[config.mk]
export PLATFORM = sky130hd
export DESIGN_NAME = arp_responder_cache_unit
export DESIGN_NICKNAME = d
export VERILOG_FILES = /design/src/design/arpc_pkg.sv /design/src/design/arpc_ctrl.sv /design/src/design/arpc_datapath.sv /design/src/design/arp_responder_cache_unit.sv
export SDC_FILE = /design/constraint.sdc
export NUM_CORES = 2
export LEC_CHECK = 0
export ABC_AREA = 1
export ABC_CLOCK_PERIOD_IN_PS = 12500
export BUFFER_PORTS_ARGS = -buffer_cell sky130_fd_sc_hd__buf_4
export CAP_MARGIN = 20
export CORE_ASPECT_RATIO = 1.1
export CORE_MARGIN = 10
export CORE_UTILIZATION = 25
export CTS_BUF_LIST = sky130_fd_sc_hd__clkbuf_8
export DETAILED_ROUTE_END_ITERATION = 10
export HOLD_SLACK_MARGIN = 0.15
export MAX_ROUTING_LAYER = met4
export PLACE_DENSITY = 0.41
export SYNTH_ARGS = -nofsm -noshare
export SYNTH_HDL_FRONTEND = slang
export SYNTH_SLANG_ARGS = --single-unit
export TNS_END_PERCENT = 5
[constraint.sdc]
create_clock -name clk -period 12.5 [get_ports clk]
set_clock_uncertainty 0.15 [all_clocks]
set_input_delay 1.25 -clock clk [delete_from_list [all_inputs] [get_ports clk]]
set_output_delay 1.25 -clock clk [all_outputs]
set_load 0.02 [all_outputs]
[src/design/arpc_pkg.sv]
// ----------------------------------------------------------------------------
// arpc_pkg
// Types, codes and constants shared by the ARP responder and cache.
// ----------------------------------------------------------------------------
package arpc_pkg;

    localparam int unsigned DEFAULT_CACHE_ENTRIES = 16;
    localparam int unsigned CFG_DATA_W = 48;
    localparam int unsigned CFG_IDX_W = 2;

    localparam logic [31:0] RESET_SUBNET_MASK = 32'hFFFF_FF00;
    localparam logic [15:0] RESET_LIFETIME = 16'd60;

    localparam logic [15:0] PTYPE_IPV4 = 16'h0800;
    localparam logic [15:0] HTYPE_ETH = 16'h0001;
    localparam logic [7:0] HLEN_ETH = 8'd6;
    localparam logic [7:0] PLEN_IPV4 = 8'd4;
    localparam logic [15:0] ARP_REQUEST = 16'd1;
    localparam logic [15:0] ARP_REPLY = 16'd2;

    typedef enum logic [1:0] {
        REG_LOCAL_IP = 2'd0,
        REG_LOCAL_MAC = 2'd1,
        REG_SUBNET_MASK = 2'd2,
        REG_LIFETIME = 2'd3
    } reg_idx_t;

    typedef enum logic [1:0] {
        OP_PACKET = 2'd0,
        OP_LOOKUP = 2'd1,
        OP_TICK = 2'd2,
        OP_NONE = 2'd3
    } op_t;

    typedef enum logic [1:0] {
        ACT_NONE = 2'd0,
        ACT_REPLY = 2'd1,
        ACT_BCAST = 2'd2,
        ACT_HIT = 2'd3
    } action_t;

    typedef enum logic [3:0] {
        ST_OK = 4'd0,
        ST_SHORT = 4'd1,
        ST_BAD_PTYPE = 4'd2,
        ST_BAD_HTYPE = 4'd3,
        ST_BAD_LEN = 4'd4,
        ST_NO_ROUTE = 4'd5,
        ST_NOT_MINE = 4'd6,
        ST_BAD_OPCODE = 4'd7,
        ST_DUPLICATE = 4'd8,
        ST_FULL = 4'd9,
        ST_CACHED = 4'd10
    } status_t;

    typedef enum logic [2:0] {
        S_IDLE,
        S_SCAN,
        S_DONE
    } ctrl_state_t;

    // Kind of work the datapath does per scanned entry.
    typedef enum logic [1:0] {
        SCAN_FIND,
        SCAN_INSERT,
        SCAN_AGE
    } scan_kind_t;

    typedef struct packed {
        logic [1:0] op;
        logic frame_long_enough;
        logic [15:0] hw_type;
        logic [15:0] proto_type;
        logic [7:0] hw_len;
        logic [7:0] proto_len;
        logic [15:0] arp_opcode;
        logic [47:0] sender_mac;
        logic [31:0] sender_ip;
        logic [31:0] target_ip;
        logic [31:0] query_ip;
    } arp_in_t;

    typedef struct packed {
        logic [1:0] action;
        logic [47:0] peer_mac;
        logic [31:0] peer_ip;
        logic [3:0] status;
    } arp_out_t;

    // Commands from the controller to the datapath.
    typedef struct packed {
        logic load;
        logic scan_step;
        logic finish;
    } arpc_cmd_t;

    // Status from the datapath to the controller.
    typedef struct packed {
        logic need_scan;
        logic scan_last;
    } arpc_stat_t;

endpackage

[src/design/arpc_ctrl.sv]
// ----------------------------------------------------------------------------
// arpc_ctrl
// Controller: accepts a word, steps the datapath through its entry scan and
// issues the result strobe.
// ----------------------------------------------------------------------------
module arpc_ctrl (
    input  logic clk,
    input  logic rst_n,
    input  logic start,
    output logic busy,
    input  arpc_pkg::arpc_stat_t stat,
    output arpc_pkg::arpc_cmd_t cmd
);
    import arpc_pkg::*;

    ctrl_state_t state_reg;
    ctrl_state_t state_next;

    always_ff @(posedge clk or negedge rst_n)
    begin
        if (!rst_n)
        begin
            state_reg <= S_IDLE;
        end
        else
        begin
            state_reg <= state_next;
        end
    end

    always_comb
    begin
        state_next = state_reg;
        cmd = '0;
        busy = 1'b1;
        case (state_reg)
            S_IDLE:
            begin
                busy = 1'b0;
                if (start)
                begin
                    cmd.load = 1'b1;
                    state_next = S_SCAN;
                end
            end
            S_SCAN:
            begin
                if (stat.need_scan)
                begin
                    cmd.scan_step = 1'b1;
                    if (stat.scan_last)
                    begin
                        state_next = S_DONE;
                    end
                end
                else
                begin
                    state_next = S_DONE;
                end
            end
            S_DONE:
            begin
                cmd.finish = 1'b1;
                state_next = S_IDLE;
            end
            default:
            begin
                state_next = S_IDLE;
            end
        endcase
    end

    assert property (@(posedge clk) disable iff (!rst_n)
        cmd.finish |=> !busy)
        else $error("controller did not return to idle after a result");
    assert property (@(posedge clk) disable iff (!rst_n)
        cmd.load |-> !busy)
        else $error("item loaded while busy");
    assert property (@(posedge clk) disable iff (!rst_n)
        $countones({cmd.load, cmd.scan_step, cmd.finish}) <= 1)
        else $error("more than one datapath command at once");

endmodule

[src/design/arpc_datapath.sv]
// ----------------------------------------------------------------------------
// arpc_datapath
// Datapath: configuration registers, header checks, the entry cache and the
// one-entry-per-cycle scan for lookup, insertion and aging.
// ----------------------------------------------------------------------------
module arpc_datapath #(
    parameter int unsigned CACHE_ENTRIES = arpc_pkg::DEFAULT_CACHE_ENTRIES
) (
    input  logic clk,
    input  logic rst_n,
    input  logic cfg_we,
    input  logic [arpc_pkg::CFG_IDX_W-1:0] cfg_idx,
    input  logic [arpc_pkg::CFG_DATA_W-1:0] cfg_data,
    input  arpc_pkg::arp_in_t in_word,
    input  arpc_pkg::arpc_cmd_t cmd,
    output arpc_pkg::arpc_stat_t stat,
    output logic done,
    output arpc_pkg::arp_out_t result
);
    import arpc_pkg::*;

    localparam int unsigned IDX_W = (CACHE_ENTRIES > 1) ? $clog2(CACHE_ENTRIES) : 1;
    localparam logic [IDX_W-1:0] LAST_IDX = IDX_W'(CACHE_ENTRIES - 1);

    logic [31:0] local_ip_reg;
    logic [47:0] local_mac_reg;
    logic [31:0] mask_reg;
    logic [15:0] lifetime_reg;

    logic [CACHE_ENTRIES-1:0] valid_reg;
    logic [31:0] ip_mem [CACHE_ENTRIES];
    logic [47:0] mac_mem [CACHE_ENTRIES];
    logic [15:0] ticks_mem [CACHE_ENTRIES];

    scan_kind_t kind_reg;
    logic scan_reg;
    logic [IDX_W-1:0] idx_reg;
    logic found_reg;
    logic [47:0] mac_reg;
    logic [31:0] key_reg;
    logic [47:0] smac_reg;
    arp_out_t res_reg;
    logic done_reg;

    // The local MAC is stored in a configuration register but is not used or output by this block.
    logic mac_cfg_unused;
    assign mac_cfg_unused = ^local_mac_reg;

    always_ff @(posedge clk or negedge rst_n)
    begin
        if (!rst_n)
        begin
            local_ip_reg <= '0;
            local_mac_reg <= '0;
            mask_reg <= RESET_SUBNET_MASK;
            lifetime_reg <= RESET_LIFETIME;
        end
        else if (cfg_we)
        begin
            case (reg_idx_t'(cfg_idx))
                REG_LOCAL_IP: local_ip_reg <= cfg_data[31:0];
                REG_LOCAL_MAC: local_mac_reg <= cfg_data;
                REG_SUBNET_MASK: mask_reg <= cfg_data[31:0];
                REG_LIFETIME: lifetime_reg <= cfg_data[15:0];
                default: ;
            endcase
        end
    end

    function automatic logic routable(input logic [31:0] a, input logic [31:0] m,
                                      input logic [31:0] l);
        return (a & m) == (l & m);
    endfunction

    // Decode of the incoming word at load time.
    arp_out_t early;
    logic early_scan;
    scan_kind_t early_kind;
    logic [31:0] early_key;
    always_comb
    begin
        early = '0;
        early_scan = 1'b0;
        early_kind = SCAN_FIND;
        early_key = in_word.query_ip;
        case (op_t'(in_word.op))
            OP_PACKET:
            begin
                early_key = in_word.sender_ip;
                if (!in_word.frame_long_enough) early.status = ST_SHORT;
                else if (in_word.proto_type != PTYPE_IPV4) early.status = ST_BAD_PTYPE;
                else if (in_word.hw_type != HTYPE_ETH) early.status = ST_BAD_HTYPE;
                else if (in_word.hw_len != HLEN_ETH || in_word.proto_len != PLEN_IPV4)
                    early.status = ST_BAD_LEN;
                else if (!routable(in_word.target_ip, mask_reg, local_ip_reg))
                    early.status = ST_NO_ROUTE;
                else if (in_word.target_ip != local_ip_reg) early.status = ST_NOT_MINE;
                else if (in_word.arp_opcode == ARP_REQUEST)
                begin
                    if (!routable(in_word.sender_ip, mask_reg, local_ip_reg))
                        early.status = ST_NO_ROUTE;
                    else
                    begin
                        early.action = ACT_REPLY;
                        early.peer_mac = in_word.sender_mac;
                        early.peer_ip = in_word.sender_ip;
                    end
                end
                else if (in_word.arp_opcode == ARP_REPLY)
                begin
                    if (!routable(in_word.sender_ip, mask_reg, local_ip_reg))
                        early.status = ST_NO_ROUTE;
                    else
                    begin
                        early_scan = 1'b1;
                        early_kind = SCAN_INSERT;
                    end
                end
                else early.status = ST_BAD_OPCODE;
            end
            OP_LOOKUP:
            begin
                if (!routable(in_word.query_ip, mask_reg, local_ip_reg))
                    early.status = ST_NO_ROUTE;
                else
                begin
                    early_scan = 1'b1;
                    early_kind = SCAN_FIND;
                end
            end
            OP_TICK:
            begin
                early_scan = 1'b1;
                early_kind = SCAN_AGE;
            end
            default: ;
        endcase
    end

    logic hit_now;
    assign hit_now = valid_reg[idx_reg] && (ip_mem[idx_reg] == key_reg);

    logic [15:0] dec_ticks;
    assign dec_ticks = (ticks_mem[idx_reg] != 16'd0) ? ticks_mem[idx_reg] - 16'd1 : 16'd0;

    // Insertion goes into the lowest free slot, found during the same scan
    // that looks for a duplicate.
    logic lookup_reg;
    logic [IDX_W-1:0] free_idx_reg;
    logic free_found_reg;

    always_ff @(posedge clk or negedge rst_n)
    begin
        if (!rst_n)
        begin
            valid_reg <= '0;
            scan_reg <= 1'b0;
            done_reg <= 1'b0;
            idx_reg <= '0;
            found_reg <= 1'b0;
            free_found_reg <= 1'b0;
            lookup_reg <= 1'b0;
            kind_reg <= SCAN_FIND;
        end
        else
        begin
            done_reg <= cmd.finish;
            if (cmd.load)
            begin
                scan_reg <= early_scan;
                kind_reg <= early_kind;
                key_reg <= early_key;
                smac_reg <= in_word.sender_mac;
                res_reg <= early;
                idx_reg <= '0;
                found_reg <= 1'b0;
                free_found_reg <= 1'b0;
                lookup_reg <= early_scan && (early_kind == SCAN_FIND);
                mac_reg <= '0;
            end
            else if (cmd.scan_step)
            begin
                case (kind_reg)
                    SCAN_FIND:
                    begin
                        if (hit_now && !found_reg)
                        begin
                            found_reg <= 1'b1;
                            mac_reg <= mac_mem[idx_reg];
                        end
                    end
                    SCAN_INSERT:
                    begin
                        if (hit_now) found_reg <= 1'b1;
                        if (!valid_reg[idx_reg] && !free_found_reg)
                        begin
                            free_found_reg <= 1'b1;
                            free_idx_reg <= idx_reg;
                        end
                    end
                    SCAN_AGE:
                    begin
                        if (valid_reg[idx_reg])
                        begin
                            if (dec_ticks == 16'd0) valid_reg[idx_reg] <= 1'b0;
                        end
                    end
                    default: ;
                endcase
                if (idx_reg == LAST_IDX) scan_reg <= 1'b0;
                else idx_reg <= idx_reg + IDX_W'(1);
            end
            else if (cmd.finish)
            begin
                if (kind_reg == SCAN_INSERT && res_reg.status == ST_OK &&
                    res_reg.action == ACT_NONE)
                begin
                    if (found_reg) res_reg.status <= ST_DUPLICATE;
                    else if (!free_found_reg) res_reg.status <= ST_FULL;
                    else
                    begin
                        res_reg.status <= ST_CACHED;
                        valid_reg[free_idx_reg] <= 1'b1;
                    end
                end
                else if (kind_reg == SCAN_FIND && res_reg.status == ST_OK &&
                         res_reg.action == ACT_NONE && lookup_reg)
                begin
                    res_reg.peer_ip <= key_reg;
                    if (found_reg)
                    begin
                        res_reg.action <= ACT_HIT;
                        res_reg.peer_mac <= mac_reg;
                    end
                    else res_reg.action <= ACT_BCAST;
                end
            end
        end
    end

    // Entry payload storage; no reset.
    logic ins_fire;
    assign ins_fire = cmd.finish && kind_reg == SCAN_INSERT && res_reg.status == ST_OK &&
                      res_reg.action == ACT_NONE && !found_reg && free_found_reg;

    always_ff @(posedge clk)
    begin
        if (ins_fire)
        begin
            ip_mem[free_idx_reg] <= key_reg;
            mac_mem[free_idx_reg] <= smac_reg;
            ticks_mem[free_idx_reg] <= lifetime_reg;
        end
        else if (cmd.scan_step && kind_reg == SCAN_AGE && valid_reg[idx_reg])
        begin
            ticks_mem[idx_reg] <= dec_ticks;
        end
    end

    // Items with no scan, or a tick, are final as loaded; the action of a loaded
    // lookup and the "ok" status of a loaded insert stay provisional until the scan ends.
    assign stat.need_scan = scan_reg;
    assign stat.scan_last = (idx_reg == LAST_IDX);
    assign done = done_reg;
    assign result = res_reg;

    assert property (@(posedge clk) disable iff (!rst_n)
        cmd.scan_step |-> scan_reg)
        else $error("scan step with no scan pending");
    assert property (@(posedge clk) disable iff (!rst_n)
        done |-> (res_reg.action != ACT_NONE ||
                  (res_reg.peer_mac == '0 && res_reg.peer_ip == '0)))
        else $error("no-action result carries an address");
    assert property (@(posedge clk) disable iff (!rst_n)
        ins_fire |-> !valid_reg[free_idx_reg])
        else $error("insertion into an occupied slot");

endmodule

[src/design/arp_responder_cache_unit.sv]
// ----------------------------------------------------------------------------
// arp_responder_cache_unit
// ARP responder with a small aging address cache for one interface.
//
// Channel   Dir  Handshake           Payload
// cfg       in   cfg_we              cfg_idx, cfg_data
// item      in   start && !busy      in_word (arp_in_t)
// result    out  result_valid        result (arp_out_t)
//
// An item scans the cache when it is a lookup, a valid reply or a tick, and
// skips the scan otherwise; the scan reads one entry a cycle.
// The result strobe rises in the cycle after the controller finishes; busy drops
// in the same cycle, so the next word may be started then.
// Reset clears all entry valid bits at once; no clearing pass is needed.
// The receiver cannot stall: each result is shown for one cycle only.
// ----------------------------------------------------------------------------
module arp_responder_cache_unit #(
    parameter int unsigned CACHE_ENTRIES = arpc_pkg::DEFAULT_CACHE_ENTRIES
) (
    input  logic clk,
    input  logic rst_n,
    input  logic cfg_we,
    input  logic [arpc_pkg::CFG_IDX_W-1:0] cfg_idx,
    input  logic [arpc_pkg::CFG_DATA_W-1:0] cfg_data,
    input  logic start,
    output logic busy,
    input  arpc_pkg::arp_in_t in_word,
    output logic result_valid,
    output arpc_pkg::arp_out_t result
);
    import arpc_pkg::*;

    arpc_cmd_t cmd;
    arpc_stat_t stat;

    arpc_ctrl u_ctrl (
        .clk(clk),
        .rst_n(rst_n),
        .start(start),
        .busy(busy),
        .stat(stat),
        .cmd(cmd)
    );

    arpc_datapath #(
        .CACHE_ENTRIES(CACHE_ENTRIES)
    ) u_dp (
        .clk(clk),
        .rst_n(rst_n),
        .cfg_we(cfg_we),
        .cfg_idx(cfg_idx),
        .cfg_data(cfg_data),
        .in_word(in_word),
        .cmd(cmd),
        .stat(stat),
        .done(result_valid),
        .result(result)
    );

endmodule
==> out/metrics.yaml <==
critical_path:
  cp_cell_sequence: "buf_4, buf_4, buf_4, nor2_1, nor2_1, o21ai_0, nand2_1, nand2_1, nand2_1, nor2_1, xor2_1, nand2_1, nor3_2, nand3_1, nor2_4, buf_4, buf_4, nand3_1, nand2_1, a21oi_2"
  critical_path_class: "reg -> reg"
  critical_path_arrival_ns: 7.30
  worst-r2r-cell-count: 20
  start_kind: "flop"
  required_ns: 13.05
  cp_max_fo: 94
  slowest_stage: "buf_4"
  timing.critical_path.slowest_cell_delay_ns: 0.92
  cp-end-kind: "flop"
synthesis:
  syn-cell-area_um2: 78530
  yosysTopAreaCellShare_pct: 67.07
  avgSynthCellArea_um2: 11.56
  synth_seq_area_share_pct: 70.59
  synth_edf_count: 1754
  synth.distinct_cells: 65
  synthFlopType: "edfxtp_1"
  synth-async-reset-ratio_pct: 5.851
  synth_nets: 7061
  synth-seq-cells: 1863
  ys_warn_count: 0
  synthTopCellsByArea: "edfxtp_1 67%, o21ai_0 5.6%, nand2_1 5.3%"
  synthMostInstantiatedCell: "edfxtp_1"
  netlist_top_cells_count: "1,754 x edfxtp_1, 1,109 x nand2_1, 993 x nor2_1"
  yosys.area.top_type: "edfxtp_1"
  synth_cells: 6791
timing:
  max_freq_mhz: 148.2
  setup_viol: 0
  tns_ns: 0
  rsz0062_at_grt: "no"
  slew_violations: 0
  timing.hold.ws_ns: 0.2641
  period_needed_ns: 6.750
  maxSlewHeadroom_pct: 25.04
  hold_viol_final: 0
  tightest_slew_ns: 1.124
  fin_crit_sh_pct: 54.00
layout:
  reg.largest.list: "u_dp.mac_mem (768), u_dp.ip_mem (512), u_dp.ticks_mem (256)"
  drive_gt1_share_pct: 14.00
  final_area_um2: 91620
  largest_register: "u_dp.mac_mem"
  final_nets: 7471
  synthToLayoutAreaGrowth_pct: 16.67
  largest_register_ffs: 768
global_routing:
  grt_pass1_vias: 52990
  track_usage_pct: 16.02
  grt_max_degree: 204
  antenna_found_initial: 10
  overflow: 0
  grt_pass1_wl_um: 389800
place:
  dpl.hpwl_um: 150600
  placed_area_um2: 85580
  gp_congestion: 0.8675
  port_buffers: 336
detailed_routing:
  drt-vias-per-instance: 4.641
  routedWlPerCell_um: 23.78
  drtIter0Drc: 4539
  num_vias: 53709
  wl_um: 275200
  dr.pass1.iters: 6
  postRouteAntennaNets: 0
  drc: 0
floorplan:
  die-area_um2: 336900
  die_y_um: 607.8
  core_um2: 312300
  initial_utilization_pct: 25.14
  die_width_um: 554.4
  ios: 353
  rows: 215
status:
  status: "finished, final reports clean"
flow_run:
  max_cap_viol_count: 0
pwr:
  leakagePower_nw: 33.50
  power_density_nw_per_um2: 177.5
  ir_drop_mv: 0.1568
cts:
  numCtsBuffers: 341
  cts_tree: "yes"
  clkLatencyLatePin_ns: 1.04
  ctsResizeCount: 0
  h-tree-depth: 5
  cts_max_path_buffers: 4
  clk_pin_slew_worst_paths_ns: 0.06
  cts-root-buf: "clkbuf_8"
  cts_sinks: 1863
min_path:
  hold_class: "in -> reg"
  hold_depth: 1
[report_power, final]
group | internal (mW) | total, mW | switching [mW] | leakage (nW)
clock | 2.69 | 5.29 | 2.60 | 3.58
combinational | 1.04 | 3.62 | 2.58 | 12.7
sequential | 7.13 | 7.36 | 0.233 | 17.2
[area by class of cell]
cell class | instances | area [µm²]
fill | 32114 | 220700
sequential | 1863 | 55440
multi-input combinational | 4061 | 19580
tap | 4123 | 5159
clock buffer | 357 | 4913
timing repair buffer | 445 | 3540
inverter | 489 | 1888
clock inverter | 228 | 1080
antenna | 7 | 17.52
[kinds of logic (layout without fill, tap and decap cells)]
family | after synthesis | in the layout | share of synthesized area, %
simple gates | 2535 | 2535 | 13.35
flops | 1863 | 1863 | 70.59
compound gates | 1456 | 1456 | 10.36
buf+inv | 867 | 1519 | 4.849
xor+xnor | 53 | 53 | 0.5911
mux | 12 | 12 | 0.1721
fa+ha+maj | 5 | 5 | 0.07967
other cells | 0 | 7 | 0
[final timing paths]
check / startpoint / to / slack [ns]
max in group asynchronous: rst_n / u_dp.lifetime_reg[11] / 10.82
worst min register to register: u_dp.lifetime_reg[8] / u_dp.lifetime_reg[8] / 0.34
worst max register to register: u_dp.idx_reg[0] / u_dp.mac_reg[36] / 5.75
min in group asynchronous: rst_n / u_dp.done / 0.72
worst min-delay path: in_word[128] / u_dp.smac_reg[32] / 0.26
worst max-delay path: u_dp.idx_reg[0] / u_dp.mac_reg[36] / 5.75
[metal layers]
metal | GRT usage [%] | wire (µm)
met5 | - | 0
met4 | 4.802 | 8469
met3 | 2.485 | 14410
met2 | 26.27 | 132900
met1 | 20.45 | 119400
[cells in the final DEF, fill, tap and decap left out, drive strengths merged, types with 3 or more instances in the layout]
cell type	count
nand2	1142
dfrtp	81
nor4	30
nor3	18
a31oi	15
mux2	12
o31ai	9
clkinvlp	5
a22o	48
a221oi	48
a21oi	113
diode	7
clkinv	73
buf	442
xor2	39
o22ai	233
inv	636
o21ai	973
xnor2	14
nand4	37
nand3b	14
nand3	261
edfxtp	1754
bufinv	3
a32o	3
clkbuf	358
nor2	1022
ha	5
dfstp	28
o2111ai	4
[stage by stage]
stage | power (mW) | setup slack, ns | utilization (%) | std cells
after floorplan | 9.905 | 2.493 | - | 6791
after global placement | 11.12 | 5.660 | 27.39 | 10977
after detailed placement | 11.13 | 5.693 | 27.40 | 10979
after CTS | 16.48 | 5.659 | 29.33 | 11566
after global routing | 17.16 | 5.314 | 29.33 | 11572
final | 16.27 | 5.750 | 29.33 | 11573
[critical path: cells and delay by family, from the launching register on]
kind | cells | cell delay [ns]
AO/OA/AOI/OAI | 2 | 0.16
flip-flops | 1 | 0.66
AND/OR/NAND/NOR | 12 | 1.54
buffers and inverters | 5 | 3.34
XOR/XNOR | 1 | 0.41
[timing repair]
action	CTS	global route
setup buffers	0	0
endpoints found under the hold margin	2	0
hold buffers	2	0
Note: power is estimated with default switching activity, not from simulation.
